<file path="src/rtl/core/lfsa_pkg.sv">
// Shared types and constants for the lowest free slot allocator.
`timescale 1ns / 1ps

package lfsa_pkg;

   localparam int STALL_W         = 11;
   localparam int CLIENT_W        = 10;
   localparam int SLOT_W          = 11;
   localparam int WORD_BITS       = 64;
   localparam int BIT_W           = 6;
   localparam int DEF_MAX_SLOTS   = 1024;
   localparam int DEF_MAX_CLIENTS = 1024;
   localparam logic [STALL_W-1:0] STALL_RESET = 11'd1024;

   typedef enum logic [1:0] {
      STATUS_OK       = 2'd0,
      STATUS_NO_FREE  = 2'd1,
      STATUS_NOT_HELD = 2'd2
   } status_type;

   typedef struct packed {
      logic                is_start;
      logic [CLIENT_W-1:0] client_id;
   } req_type;

   typedef struct packed {
      logic [SLOT_W-1:0] slot_number;
      logic [SLOT_W-1:0] busy_count;
      logic [SLOT_W-1:0] peak_count;
      status_type        status;
   } rsp_type;

   typedef enum logic [2:0] {
      ST_CLEAR,
      ST_IDLE,
      ST_FETCH,
      ST_SEARCH,
      ST_COMMIT
   } state_type;

   typedef struct packed {
      logic clear;
      logic accept;
      logic fetch;
      logic search;
      logic commit;
   } cmd_type;

   typedef struct packed {
      logic clear_done;
      logic out_free;
   } dp_status_type;

endpackage

</file>
<file path="src/rtl/core/lfsa_ctrl.sv">
// Sequencing state machine for the lowest free slot allocator.
`timescale 1ns / 1ps

module lfsa_ctrl import lfsa_pkg::*; (
   input  logic          clock,
   input  logic          reset,
   input  logic          req_valid,
   output logic          req_ready,
   input  dp_status_type stat,
   output cmd_type       cmd
);

   state_type state_ff;
   state_type state_in;

   always_ff @(posedge clock) begin
      if (reset) begin
         state_ff <= ST_CLEAR;
      end else begin
         state_ff <= state_in;
      end
   end

   always_comb begin
      state_in  = state_ff;
      cmd       = '0;
      req_ready = 1'b0;
      unique case (state_ff)
         ST_CLEAR: begin
            cmd.clear = 1'b1;
            if (stat.clear_done) begin
               state_in = ST_IDLE;
            end
         end
         ST_IDLE: begin
            req_ready = 1'b1;
            if (req_valid) begin
               cmd.accept = 1'b1;
               state_in   = ST_FETCH;
            end
         end
         ST_FETCH: begin
            cmd.fetch = 1'b1;
            state_in  = ST_SEARCH;
         end
         ST_SEARCH: begin
            cmd.search = 1'b1;
            state_in   = ST_COMMIT;
         end
         ST_COMMIT: begin
            if (stat.out_free) begin
               cmd.commit = 1'b1;
               state_in   = ST_IDLE;
            end
         end
         default: begin
            state_in = ST_CLEAR;
         end
      endcase
   end

endmodule

</file>
<file path="config.mk">
export PLATFORM = sky130hd
export DESIGN_NAME = lfsa_ctrl
export DESIGN_NICKNAME = d
export VERILOG_FILES = /design/src/rtl/core/lfsa_pkg.sv /design/src/rtl/core/lfsa_ctrl.sv
export SDC_FILE = /design/constraint.sdc
export NUM_CORES = 1
export LEC_CHECK = 0
export BUFFER_PORTS_ARGS = -buffer_cell sky130_fd_sc_hd__buf_2
export CAP_MARGIN = 15
export CORE_AREA = 2 2 39 41
export CTS_CLUSTER_DIAMETER = 40
export DETAILED_ROUTE_END_ITERATION = 8
export DIE_AREA = 0 0 41 43
export GPL_TIMING_DRIVEN = 0
export PLACE_DENSITY = 0.4
export SLEW_MARGIN = 20
export SYNTH_ARGS = -nofsm -noshare
export SYNTH_HDL_FRONTEND = slang
export SYNTH_SLANG_ARGS = --single-unit
</file>
<file path="constraint.sdc">
create_clock -name clock -period 2.7 [get_ports clock]
set_clock_uncertainty 0.1 [all_clocks]
set_input_delay 0.27 -clock clock [delete_from_list [all_inputs] [get_ports clock]]
set_output_delay 0.27 -clock clock [all_outputs]
set_load 0.005 [all_outputs]
</file>
== After elaboration in Yosys (flattened, before gate mapping) ==
Cells that the tools add are included.
Word-level totals
  bits in registers: 3
  bits in latches: 0
  memory bits (writable): 0
  memory bits (read-only): 0
  input port bits: 5
  output and inout port bits: 6
  memories kept: 0
Cells by class
  add/subtract/negate cells: 0
  $mul: 0
  div/mod/pow operators: 0
  order comparisons: 0
  equal/unequal tests: 7
  shift-type cells: 0
  muxes and demuxes: 12
  bitwise logic cells: 0
  reductions and logical operators: 2
Operators with widths (number)
  $pmux W3 S5: 1
  $mux W3: 3
  $mux W1: 8
  $eq A3 B2 Y1 const B: 2
  $ne A2 B2 Y1 const B: 3
  $eq A3 B1 Y1 const B: 1
  $eq A3 B3 Y1 const B: 1
  $logic_not A3 Y1: 1
  $reduce_and A3 Y1: 1

== Longest topological paths before layout ==
  depth in word-level cells: 3
  gate-level depth with buffers: 4
  depth with buffers taken out: 3

== Worst setup path before layout ==
Ideal clock, no wire load.
  path type: register -> output
  from: register state_ff[1]
  to: output cmd[3] (netlist bit)
  data arrival time: 0.846 ns
  required time: 2.330 ns
  slack: 1.484 ns
  stages on the path, launching flop included: 4
  buffers on the path: 1
  path through: dfxtp_1 > buf_6 > nor3b_1 > and2_1
RTL lines
  start, declared: RTL line lfsa_ctrl.sv:13  | state_type state_ff;
  start signal, assigned: RTL line lfsa_ctrl.sv:20  | state_ff <= state_in;
  end, declared: RTL line lfsa_ctrl.sv:10  | output cmd_type cmd

==> run summary <==
================================================================================
Result of the run                                                   complete, no violations
Via density per instance                                                    3.76
Biggest fanout along the worst timing path                                     9
Warning count from the yosys run                                               0
Largest register by flop count                                          state_ff
Overflow left after global routing                                             0
Final period utilization                                                   56.7%
Number of antenna-violating nets in the routed design                          0
Min Hold Slack                                                          0.140 ns
Max clock buf depth                                                            2
TritonCTS buffer count                                                         3
Detailed-placement wirelength estimate                                    355 um
Kind of end point of the critical path                              primary output
Chip height                                                                43 um
Top flop regs                                                        state_ff x3
Share of the synthesized area in the top cell type                         32.9%
Total setup buffers inserted after CTS                                         0
Gr usage total                                                             5.71%
Number of diodes                                                               0
DRT iter0 DRCs                                                                 0
Total via count after detailed routing                                       192
Synthesis-to-finish area growth                                            52.7%
Min Tclk post-route                                                      1.53 ns
Data arrival at the endpoint of the critical path                        1.16 ns
Clock tree sinks                                                               3
Clock tree from TritonCTS                                                  built
H-tree Lvls                                                                    1
Maximum number of pins on one net before global-route repair                  10
Biggest area contributors in the synthesized netlist                dfxtp_1 (33%), nor4b_1 (9.6%), nor2_1 (8.2%)
Average routed wire per standard cell                                    8.47 um
Mean instance size in the synthesized netlist                           8.70 um2
Unrepaired setup endpoints after global routing                            false
Clock-pin transition on the worst setup and hold timing paths            0.03 ns
Sum of negative setup slack                                                 0 ns
Routability congestion estimate                                            0.577
Most common library cell in the layout ignoring fill and taps              buf_2
Transition at the pin with the smallest max-transition slack            0.241 ns
Leakage power total                                                     0.129 nW
Non-Filler Cell Area, Final                                              279 um2
Max-slew violation count                                                       0
Critical Path Source                                                state_ff[0]$_SDFFE_PP0P_
Fmax achieved                                                            653 MHz
Max FFs per register                                                           3
Clock latency on the worst-skew pair                                     0.23 ns
Synth Net Count                                                               26
Post-Synthesis Cell Area                                                 183 um2
Area enclosed by the die boundary                                       1760 um2
Final Core Density                                                         20.2%
Overall die width                                                          41 um
Number of antenna violations at the first check in global routing              0
Sequential fraction of the synthesis area                                  32.9%
Hold/Removal Path Class                                                in -> reg
Boundary pin count                                                            11
Element type at the critical path start                                     flop
Class of the most critical setup path                                 reg -> out
MaxCap Viol Count                                                              0
Starting density of the core                                               13.2%
Area of placed instances                                                 253 um2
Gate Count Post-Synth                                                         21
Placeable core region                                                   1380 um2
Global-route wire length before repair                                    627 um
Worst supply voltage drop on vdd                                        0.155 mV
FP Rows                                                                       14
First drt pass iteration count                                                 1
Startpoint of the lowest-slack register-to-register path            state_ff[0]$_SDFFE_PP0P_
Cell type with the largest total area after synthesis                    dfxtp_1
Power density relative to cell area                                   548 nW/um2
Tot Pwr                                                                 0.153 mW
Post-layout nets                                                              41
Total wirelength of the detailed-routed design                            432 um
Slew Limit Headroom                                                        83.7%
Final hold violations                                                          0
# resized after CTS                                                            0
Required time of the critical path                                       2.33 ns
Post-synthesis register bit count                                              3
Number of fillers in the final layout                                        161
Fraction of layout instances using a drive strength above 1                48.6%
Count of port buffers added during placement                                  10
Leading cell types in the layout, fill and taps excluded            buf_2 (10), nor2_1 (4), clkbuf_4 (3), dfxtp_1 (3)
Master cell of the clock root buffer                                    clkbuf_4
Number of remaining DRC errors                                                 0
Source of the worst hold timing path                                       reset
Vias in the first global route                                               155
Count of hold buffers inserted by post-cts repair                              0
Number of endpoints failing setup at the final stage                           0
Library cells used by synthesis                                               14
================================================================================
[kinds of logic (layout without fill, tap and decap cells)]
group / Yosys count / after routing / synth area share [%]
AOI/OAI and AO/OA: 2 / 2 / 5.47
buffers and inverters: 1 / 15 / 6.16
DFF: 3 / 3 / 32.9
muxes: 1 / 1 / 6.16
and+or+nand+nor: 14 / 14 / 49.3
[metrics by stage]
stage          setup slack, ns  std cells
2_1_floorplan             1.48         21
3_3_place_gp              1.41         47
3_5_place_dp              1.42         47
4_1_cts                   1.16         51
5_1_grt                   1.06         51
6_report                  1.17         51
[synth_stat cells]
| cell type | number |
|---|---|
| and2_1 | 1 |
| nor4b_1 | 2 |
| a21oi_1 | 1 |
| o21ai_0 | 1 |
| and4bb_1 | 1 |
| and2_2 | 1 |
| buf_6 | 1 |
| nor2_1 | 4 |
| nor3_1 | 2 |
| and3b_2 | 1 |
| nor3b_1 | 1 |
| nand2_1 | 1 |
| mux2_2 | 1 |
| dfxtp_1 | 3 |
[critical path, cell delays in order, from the launching register on]
cell and delay (ns):
dfxtp_1 0.43, nor3b_1 0.24, and2_1 0.15, buf_2 0.10
[final cells by class]
cell class              instances  area, um2  area share (%)
repair buffers                 10       50.0            17.9
multi-input cells              17        111            39.9
flip-flops and latches          3       60.1            21.5
clock buffers                   4       26.3            9.42
plain buffers                   1       11.3            4.04
well taps                      16       20.0            7.17
[path summary, 6_finish.rpt]
| path | endpoint | slack (ns) | depth (start not counted) |
|---|---|---|---|
| worst max-delay path | cmd[3] | 1.17 | 3 |
| worst min-delay path | state_ff[2]$_SDFFE_PP0P_ | 0.14 | 2 |
| worst max register to register | state_ff[0]$_SDFFE_PP0P_ | 1.60 | 3 |
| worst min register to register | state_ff[1]$_SDFFE_PP0P_ | 0.47 | 1 |
[where the power goes]
part           total [mW]  internal (mW)  switching [mW]
sequential         0.0509         0.0474         0.00355
clock              0.0761         0.0552          0.0209
combinational      0.0259         0.0150          0.0109
total               0.153          0.118          0.0353
[metal layers]
| layer | global-route usage (%) | wire length (um) | vias to the layer above |
|---|---|---|---|
| li1 | - | - | 104 |
| met1 | 7.32 | 216 | 77 |
| met2 | 5.94 | 157 | 11 |
| met3 | 3.14 | 59 | 0 |
| met4 | 6.00 | 0 | 0 |
| met5 | 0 | 0 | - |
No activity file was read; power rests on OpenSTA's default activity.
